$ cat src/hw/rtl/nprx_pkg.sv
// Shared types and constants for the nibble-pair frame receiver.
package nprx_pkg;

	localparam int unsigned NUM_REGS = 7;
	localparam int unsigned CFG_IDX_W = 3;
	localparam int unsigned CFG_DATA_W = 8;

	localparam logic [CFG_IDX_W-1:0] REG_REQUEST_CODE  = 3'd0;
	localparam logic [CFG_IDX_W-1:0] REG_DATA_CODE     = 3'd1;
	localparam logic [CFG_IDX_W-1:0] REG_CLEAR_REPLY   = 3'd2;
	localparam logic [CFG_IDX_W-1:0] REG_OK_REPLY      = 3'd3;
	localparam logic [CFG_IDX_W-1:0] REG_BAD_REPLY     = 3'd4;
	localparam logic [CFG_IDX_W-1:0] REG_TOO_BIG_REPLY = 3'd5;
	localparam logic [CFG_IDX_W-1:0] REG_SIZE_LIMIT    = 3'd6;

	localparam logic [4:0] SIZE_LIMIT_RST = 5'd16;

	// receive phases
	localparam logic [1:0] PH_IDLE   = 2'd0;
	localparam logic [1:0] PH_FIRST  = 2'd1;
	localparam logic [1:0] PH_SECOND = 2'd2;

	// which reply a queued word carries
	localparam logic [1:0] KIND_CLEAR   = 2'd0;
	localparam logic [1:0] KIND_OK      = 2'd1;
	localparam logic [1:0] KIND_BAD     = 2'd2;
	localparam logic [1:0] KIND_TOO_BIG = 2'd3;

	localparam logic [1:0] STATUS_COMPLETE = 2'd0;
	localparam logic [1:0] STATUS_BAD_TAG  = 2'd1;
	localparam logic [1:0] STATUS_TOO_BIG  = 2'd2;

	typedef struct packed {
		logic [3:0] request_code;
		logic [3:0] data_code;
		logic [7:0] clear_reply;
		logic [7:0] ok_reply;
		logic [7:0] bad_reply;
		logic [7:0] too_big_reply;
		logic [4:0] size_limit;
	} cfg_t;

	typedef struct packed {
		logic [1:0] kind;
		logic       data_valid;
		logic [7:0] data_byte;
		logic [3:0] data_index;
		logic       frame_done;
		logic [3:0] frame_length;
		logic [1:0] frame_status;
	} entry_t;

	typedef struct packed {
		logic full;
		logic empty;
	} fifo_st_t;

endpackage

$ cat src/hw/rtl/nibble_pair_frame_receiver_top.sv
// Top level of the nibble-pair frame receiver.
// Takes one received byte per cycle on the slave stream and emits at most one reply word per
// byte on the master stream; a reply is registered in the queue and then in the back end output
// register. Sustained rate is one byte per cycle, set by the combinational classify step in the
// front end; s_axis_tready drops only while the FIFO_DEPTH-entry queue is full because the sink
// is stalling. Registers are written through cfg_we/cfg_index/cfg_data; the user must do so only
// while the block is idle, which the block itself does not enforce; unknown indexes are ignored.
module nibble_pair_frame_receiver_top
	import nprx_pkg::*;
#(
	parameter int unsigned FIFO_DEPTH = 4
) (
	input  logic                  clk,
	input  logic                  arst_n,
	input  logic                  cfg_we,
	input  logic [CFG_IDX_W-1:0]  cfg_index,
	input  logic [CFG_DATA_W-1:0] cfg_data,
	input  logic                  s_axis_tvalid,
	output logic                  s_axis_tready,
	input  logic [7:0]            s_axis_tdata,  // [7:0] rx_byte
	output logic                  m_axis_tvalid,
	input  logic                  m_axis_tready,
	// [7:0] reply_byte, [15:8] data_byte, [19:16] data_index, [23:20] frame_length,
	// [25:24] frame_status, [31:26] zero
	output logic [31:0]           m_axis_tdata,
	output logic                  m_axis_tuser,  // [0] data_valid
	output logic                  m_axis_tlast   // frame_done
);

	cfg_t     cfg_q;
	logic     in_fire;
	logic     push;
	entry_t   push_entry;
	logic     pop;
	entry_t   head;
	fifo_st_t fifo_st;
	logic [7:0] reply_byte;
	entry_t   out_entry;

	always_ff @(posedge clk or negedge arst_n) begin
		if (!arst_n) begin
			cfg_q <= '{request_code: 4'd0, data_code: 4'd0, clear_reply: 8'd0,
				ok_reply: 8'd0, bad_reply: 8'd0, too_big_reply: 8'd0,
				size_limit: SIZE_LIMIT_RST};
		end else if (cfg_we) begin
			case (cfg_index)
				REG_REQUEST_CODE:  cfg_q.request_code  <= cfg_data[3:0];
				REG_DATA_CODE:     cfg_q.data_code     <= cfg_data[3:0];
				REG_CLEAR_REPLY:   cfg_q.clear_reply   <= cfg_data;
				REG_OK_REPLY:      cfg_q.ok_reply      <= cfg_data;
				REG_BAD_REPLY:     cfg_q.bad_reply     <= cfg_data;
				REG_TOO_BIG_REPLY: cfg_q.too_big_reply <= cfg_data;
				REG_SIZE_LIMIT:    cfg_q.size_limit    <= cfg_data[4:0];
				default: ;
			endcase
		end
	end

	assign s_axis_tready = !fifo_st.full;
	assign in_fire       = s_axis_tvalid && s_axis_tready;

	nprx_front u_front (
		.clk        (clk),
		.arst_n     (arst_n),
		.cfg        (cfg_q),
		.in_fire    (in_fire),
		.rx_byte    (s_axis_tdata),
		.push       (push),
		.push_entry (push_entry)
	);

	nprx_fifo #(
		.DEPTH (FIFO_DEPTH)
	) u_fifo (
		.clk        (clk),
		.arst_n     (arst_n),
		.push       (push),
		.push_entry (push_entry),
		.pop        (pop),
		.head       (head),
		.status     (fifo_st)
	);

	nprx_back u_back (
		.clk        (clk),
		.arst_n     (arst_n),
		.cfg        (cfg_q),
		.head       (head),
		.fifo_st    (fifo_st),
		.pop        (pop),
		.out_valid  (m_axis_tvalid),
		.out_ready  (m_axis_tready),
		.reply_byte (reply_byte),
		.out_entry  (out_entry)
	);

	assign m_axis_tdata = {6'd0, out_entry.frame_status, out_entry.frame_length,
		out_entry.data_index, out_entry.data_byte, reply_byte};
	assign m_axis_tuser = out_entry.data_valid;
	assign m_axis_tlast = out_entry.frame_done;

	// a queued word must reach the output register on the next cycle when the slot is empty
	assert property (@(posedge clk) disable iff (!arst_n)
		!m_axis_tvalid && !fifo_st.empty |=> m_axis_tvalid)
		else $error("queued word not moved to output");

	// an error status always closes the frame
	assert property (@(posedge clk) disable iff (!arst_n)
		m_axis_tvalid && m_axis_tdata[25:24] != STATUS_COMPLETE |-> m_axis_tlast)
		else $error("error status without frame end");

	// decoded data fields are clear when no data byte is carried
	assert property (@(posedge clk) disable iff (!arst_n)
		m_axis_tvalid && !m_axis_tuser |-> m_axis_tdata[19:8] == 12'd0)
		else $error("data fields set without data_valid");

	// frame summary fields are clear on words that do not end the frame
	assert property (@(posedge clk) disable iff (!arst_n)
		m_axis_tvalid && !m_axis_tlast |-> m_axis_tdata[25:20] == 6'd0)
		else $error("frame fields set without frame_done");

endmodule

$ cat src/hw/rtl/nprx_front.sv
// Front end: tracks the frame phase and classifies each received byte.
module nprx_front
	import nprx_pkg::*;
(
	input  logic       clk,
	input  logic       arst_n,
	input  cfg_t       cfg,
	input  logic       in_fire,
	input  logic [7:0] rx_byte,
	output logic       push,
	output entry_t     push_entry
);

	logic [1:0] phase_q;
	logic [3:0] expected_q;
	logic [3:0] decoded_q;
	logic [7:0] held_q;

	logic [1:0] phase_d;
	logic [3:0] expected_d;
	logic [3:0] decoded_d;
	logic [3:0] hi;
	logic [3:0] size;
	logic [3:0] dec_inc;

	assign hi      = rx_byte[7:4];
	assign size    = rx_byte[3:0];
	assign dec_inc = 4'(decoded_q + 4'd1);

	always_comb begin
		phase_d    = phase_q;
		expected_d = expected_q;
		decoded_d  = decoded_q;
		push       = 1'b0;
		push_entry = '0;
		case (phase_q)
			PH_FIRST: begin
				phase_d = PH_SECOND;
			end
			PH_SECOND: begin
				push = 1'b1;
				if (held_q[7:4] == cfg.data_code && hi == cfg.data_code) begin
					decoded_d             = dec_inc;
					push_entry.kind       = KIND_OK;
					push_entry.data_valid = 1'b1;
					push_entry.data_byte  = {held_q[3:0], rx_byte[3:0]};
					push_entry.data_index = decoded_q;
					if (dec_inc == expected_q) begin
						phase_d                 = PH_IDLE;
						push_entry.frame_done   = 1'b1;
						push_entry.frame_length = dec_inc;
					end else begin
						phase_d = PH_FIRST;
					end
				end else begin
					phase_d                 = PH_IDLE;
					push_entry.kind         = KIND_BAD;
					push_entry.frame_done   = 1'b1;
					push_entry.frame_length = decoded_q;
					push_entry.frame_status = STATUS_BAD_TAG;
				end
			end
			default: begin
				// idle and the unused code both wait for a request
				phase_d = PH_IDLE;
				if (hi == cfg.request_code) begin
					push = 1'b1;
					if ({1'b0, size} < cfg.size_limit) begin
						push_entry.kind = KIND_CLEAR;
						if (size == 4'd0) begin
							push_entry.frame_done = 1'b1;
						end else begin
							expected_d = size;
							decoded_d  = 4'd0;
							phase_d    = PH_FIRST;
						end
					end else begin
						push_entry.kind         = KIND_TOO_BIG;
						push_entry.frame_done   = 1'b1;
						push_entry.frame_status = STATUS_TOO_BIG;
					end
				end
			end
		endcase
		if (!in_fire) begin
			push = 1'b0;
		end
	end

	always_ff @(posedge clk or negedge arst_n) begin
		if (!arst_n) begin
			phase_q    <= PH_IDLE;
			expected_q <= 4'd0;
			decoded_q  <= 4'd0;
			held_q     <= 8'd0;
		end else if (in_fire) begin
			phase_q    <= phase_d;
			expected_q <= expected_d;
			decoded_q  <= decoded_d;
			if (phase_q == PH_FIRST) begin
				held_q <= rx_byte;
			end
		end
	end

endmodule

$ cat src/hw/rtl/nprx_fifo.sv
// Short queue of classified words between front and back.
module nprx_fifo
	import nprx_pkg::*;
#(
	parameter int unsigned DEPTH = 4
) (
	input  logic     clk,
	input  logic     arst_n,
	input  logic     push,
	input  entry_t   push_entry,
	input  logic     pop,
	output entry_t   head,
	output fifo_st_t status
);

	localparam int unsigned AW = (DEPTH > 1) ? $clog2(DEPTH) : 1;

	entry_t        mem [DEPTH];
	logic [AW-1:0] wr_ptr_q;
	logic [AW-1:0] rd_ptr_q;
	logic [AW:0]   count_q;

	assign status.full  = (count_q == (AW+1)'(DEPTH));
	assign status.empty = (count_q == '0);
	assign head         = mem[rd_ptr_q];

	function automatic logic [AW-1:0] next_ptr(input logic [AW-1:0] p);
		next_ptr = (p == AW'(DEPTH - 1)) ? '0 : AW'(p + 1'b1);
	endfunction

	always_ff @(posedge clk) begin
		if (push) begin
			mem[wr_ptr_q] <= push_entry;
		end
	end

	always_ff @(posedge clk or negedge arst_n) begin
		if (!arst_n) begin
			wr_ptr_q <= '0;
			rd_ptr_q <= '0;
			count_q  <= '0;
		end else begin
			if (push) begin
				wr_ptr_q <= next_ptr(wr_ptr_q);
			end
			if (pop) begin
				rd_ptr_q <= next_ptr(rd_ptr_q);
			end
			if (push && !pop) begin
				count_q <= count_q + 1'b1;
			end else if (pop && !push) begin
				count_q <= count_q - 1'b1;
			end
		end
	end

endmodule

$ cat src/hw/rtl/nprx_back.sv
// Back end: picks the reply byte and holds the result word for the sink.
module nprx_back
	import nprx_pkg::*;
(
	input  logic     clk,
	input  logic     arst_n,
	input  cfg_t     cfg,
	input  entry_t   head,
	input  fifo_st_t fifo_st,
	output logic     pop,
	output logic     out_valid,
	input  logic     out_ready,
	output logic [7:0] reply_byte,
	output entry_t   out_entry
);

	logic       valid_q;
	logic [7:0] reply_q;
	entry_t     entry_q;
	logic [7:0] reply_d;

	// advance when the output slot is free or is being taken
	assign pop = !fifo_st.empty && (!valid_q || out_ready);

	always_comb begin
		case (head.kind)
			KIND_CLEAR: reply_d = cfg.clear_reply;
			KIND_OK:    reply_d = cfg.ok_reply;
			KIND_BAD:   reply_d = cfg.bad_reply;
			default:    reply_d = cfg.too_big_reply;
		endcase
	end

	always_ff @(posedge clk or negedge arst_n) begin
		if (!arst_n) begin
			valid_q <= 1'b0;
		end else if (pop) begin
			valid_q <= 1'b1;
		end else if (out_ready) begin
			valid_q <= 1'b0;
		end
	end

	always_ff @(posedge clk) begin
		if (pop) begin
			reply_q <= reply_d;
			entry_q <= head;
		end
	end

	assign out_valid  = valid_q;
	assign reply_byte = reply_q;
	assign out_entry  = entry_q;

endmodule

$ cat config.mk
export PLATFORM = sky130hd
export DESIGN_NAME = nibble_pair_frame_receiver_top
export DESIGN_NICKNAME = d
export VERILOG_FILES = /design/src/hw/rtl/nprx_pkg.sv /design/src/hw/rtl/nibble_pair_frame_receiver_top.sv /design/src/hw/rtl/nprx_front.sv /design/src/hw/rtl/nprx_fifo.sv /design/src/hw/rtl/nprx_back.sv
export SDC_FILE = /design/constraint.sdc
export NUM_CORES = 1
export LEC_CHECK = 0
export BUFFER_PORTS_ARGS = -buffer_cell sky130_fd_sc_hd__buf_4
export CAP_MARGIN = 20
export CORE_ASPECT_RATIO = 2
export CORE_MARGIN = 10
export CORE_UTILIZATION = 60
export CTS_BUF_LIST = sky130_fd_sc_hd__clkbuf_4 sky130_fd_sc_hd__clkbuf_8
export CTS_CLUSTER_SIZE = 24
export DETAILED_ROUTE_END_ITERATION = 8
export GPL_TIMING_DRIVEN = 0
export PLACE_DENSITY = 0.8
export SLEW_MARGIN = 20
export SYNTH_ARGS = -nofsm -noshare
export SYNTH_HDL_FRONTEND = slang
export SYNTH_SLANG_ARGS = --single-unit
$ cat constraint.sdc
create_clock -name clk -period 10 [get_ports clk]
set_input_delay 0 -clock clk [delete_from_list [all_inputs] [get_ports clk]]
set_output_delay 0 -clock clk [all_outputs]
set_load 0.01 [all_outputs]
==> qor.csv <==
stage,metric,value,unit
clock_network,tritoncts,yes,
timing,timing.hold.ws,103,ps
routing,remaining_drc_errors,0,
logic_synthesis,synth_top_family_by_area,multiplexers,
logic_synthesis,synth_mux_area_share,17.7,%
flow_run,drv_cap,0,
floorplanning,die_h,181,um
power,p_leak,0.00350,uW
floorplanning,die_width,100,um
logic_synthesis,avgSynthCellArea,17.4,um2
timing,setup_viol,0,
clock_network,cts_root_buffer,clkbuf_8,
setup_path,cp_max_fo,7,
placed_design,port-buffer-count,51,
timing,maxSlewHeadroom,40.3,%
clock_network,insertion_delay,450,ps
logic_synthesis,synth_xor_area_share,1.47,%
placed_design,hpwl,10200,um
setup_path,worstSetupEndpointType,flip-flop,
setup_path,ff2ff_setup_slack,7370,ps
floorplanning,rows,58,
global_route,grt_max_degree,72,
timing,finalCritPeriodShare,26.3,%
placed_design,place.gp.congestion,0.848,
clock_network,cts_buffer_depth,2,
routing,vias_per_cell,5.84,
logic_synthesis,synth.area.top_cells,"edfxtp_1 (45%), dfrtp_1 (23%), mux2_2 (9.0%)",
setup_path,required,10380,ps
layout,fill_cells,842,
setup_path,reg2regPathDepth,10,
global_route,grt_pass1_vias,4533,
routing,ant_nets,0,
global_route,grt.total_usage,16.3,%
power,peakVddDrop,0.162,mV
logic_synthesis,synth_common_cells,"edfxtp_1 (116), dfrtp_1 (70), mux2_2 (62), mux4_2 (30), inv_1 (17)",
logic_synthesis,ys_async_sr_fraction,38.0,%
global_route,grt_pass1_wl,23000,um
layout,n_antenna_cell,0,
placed_design,dp.cells,655,
layout,finalNetCount,580,
logic_synthesis,synth_top_area_share,44.9,%
layout,finish.utilization,71.4,%
logic_synthesis,synth_flop_cell,edfxtp_1,
logic_synthesis,synth_area,0.00776,mm2
logic_synthesis,ys_warn_count,0,
floorplanning,floorplan.initialDensity,61.4,%
logic_synthesis,synth_edf_count,116,
timing,hold_viol,0,
global_route,antenna_found_initial,0,
timing,skew,14.8,ps
hold_path,hold_path_class,in -> reg,
layout,stdcell_count,706,
routing,first_pass_iters,5,
floorplanning,pin_count,60,
setup_path,cp-start-kind,flip-flop,
global_route,grt-ovfl-total,0,
clock_network,path_clk_slew,100,ps
routing,route.vias.total,4120,
clock_network,cts_sinks,187,
logic_synthesis,yosys.area_share.adder,2.19,%
timing,fmax,380,MHz
routing,wire_per_inst,19.9,um
routing,totalWireLength,14000,um
placed_design,placed_cell_area,0.00841,mm2
setup_path,crit_path_start,cfg_q[41],
setup_path,worstPathArrival,3010,ps
logic_synthesis,synth-simple-area-share,5.89,%
timing,timing.setup.tns,0,ps
layout,fin_area,0.00901,mm2
setup_path,critical_path_class,reg -> reg,
layout,drive_gt1_share,36.2,%
outcome,status,"finished, final reports clean",
timing,slew_violations,0,
layout,area_growth,16.2,%
timing,worstMarginPinSlew,895,ps
clock_network,numCtsBuffers,17,
floorplanning,die_area,0.0182,mm2
setup_path,worstSetupEndpoint,u_fifo.count_q[2],
routing,first_iter_violations,255,
setup_path,r2r-end,u_fifo.count_q[2],
logic_synthesis,ys_types,51,
logic_synthesis,synth-seq-cells,187,
power,power_density,239,mW/mm2
floorplanning,core,0.0126,mm2
hold_path,hp-start,cfg_index[2],
logic_synthesis,yosysSeqAreaShare,67.8,%
logic_synthesis,netlist_instances,447,
logic_synthesis,synth_compound_area_share,2.53,%
setup_path,reg2reg_from,cfg_q[41],
timing,rsz0062_at_grt,false,
logic_synthesis,yosysTopAreaCell,edfxtp_1,
timing,post-route-min-period,2630,ps
logic_synthesis,yosys.cell_count.top_type,edfxtp_1,
clock_network,cts_max_level,4,
==> how the worst min path moves through the flow <==
stage | end | slack [ps] | cells past startpoint
floorplan | cfg_q[0] | -300 | 0
global placement | cfg_q[42] | 160 | 1
detailed placement | cfg_q[39] | 170 | 1
CTS | cfg_q[13] | 80 | 4
global route | cfg_q[15] | 90 | 4
finish | cfg_q[13] | 100 | 4
==> layout make-up <==
type,instances,area [um2],share of cell area (%)
buffer,18,113,1.25
clock buffer,18,241,2.68
clock inverter,14,163,1.81
inverter,18,67.6,0.750
multi-input combinational,229,2350,26.1
sequential,187,5260,58.4
tap,150,188,2.08
timing repair buffer,72,628,6.97
==> power by group <==
part / internal (uW) / switching [uW] / leakage (uW)
combinational: 316 / 269 / 0.00136
sequential: 990 / 75.8 / 0.00194
clock: 231 / 272 / 0.000193
==> registers in the layout, indices dropped and copies added, names as in the netlist, 3 cells and up <==
| signal | count |
|---|---|
| u_front.expected_q | 4 |
| u_front.held_q | 8 |
| u_back.out_entry | 20 |
| u_front.decoded_q | 4 |
| u_back.reply_byte | 8 |
| u_fifo.mem | 88 |
| u_fifo.count_q | 3 |
| cfg_q | 45 |
==> worst max-delay path, stage by stage, from the launching register on <==
cell and delay [ps]:
dfrtp_1 390, xor2_1 160, nor4_4 390, nand2_1 150
a21oi_2 340, ha_1 250, inv_1 60, fa_1 380
xor2_1 170, nor2_1 110, xor2_1 150
==> metrics by stage <==
stage          setup WS [ps]  power, uW
6_report                7370       2150
5_1_grt                 7250       2260
4_1_cts                 7170       2180
3_5_place_dp            7200       1670
3_3_place_gp            5760       1630
2_1_floorplan           6780       1460
==> metal layers <==
layer | track usage (%) | part of all wire (%)
met1 | 16.0 | 35
met5 | 0 | 0
met3 | 4.78 | 3.9
met2 | 30.1 | 59
met4 | 7.27 | 2.5
==> kinds of logic (layout without fill, tap and decap cells) <==
group,after synthesis,in the layout
flops,187,187
mux,92,92
simple gates,76,76
buf+inv,36,140
compound gates,29,29
fa+ha+maj,13,13
xor+xnor,13,13
other cells,1,6
==> placed cells by master, fill, tap and decap left out, drive strengths merged, types with 5 or more instances in the layout <==
cell type    synthesis  layout
edfxtp             116     116
dfrtp               70      70
buf                 13      66
mux2                62      62
mux4                30      30
clkbuf               5      23
inv                 17      22
dlygate4sd3          0      19
nand2               14      14
and2                13      13
ha                  12      12
nor3                12      12
nor2                10      10
xor2                 8       8
o21ai                8       8
a21oi                7       7
conb                 1       6
xnor2                5       5
==> what timing repair did <==
action,CTS,global route
setup endpoints to repair,0,0
buffers inserted,0,0
hold endpoints to repair,146,0
hold buffers,19,0
gates resized for setup,0,0
Note: power is estimated with default switching activity, not from simulation.
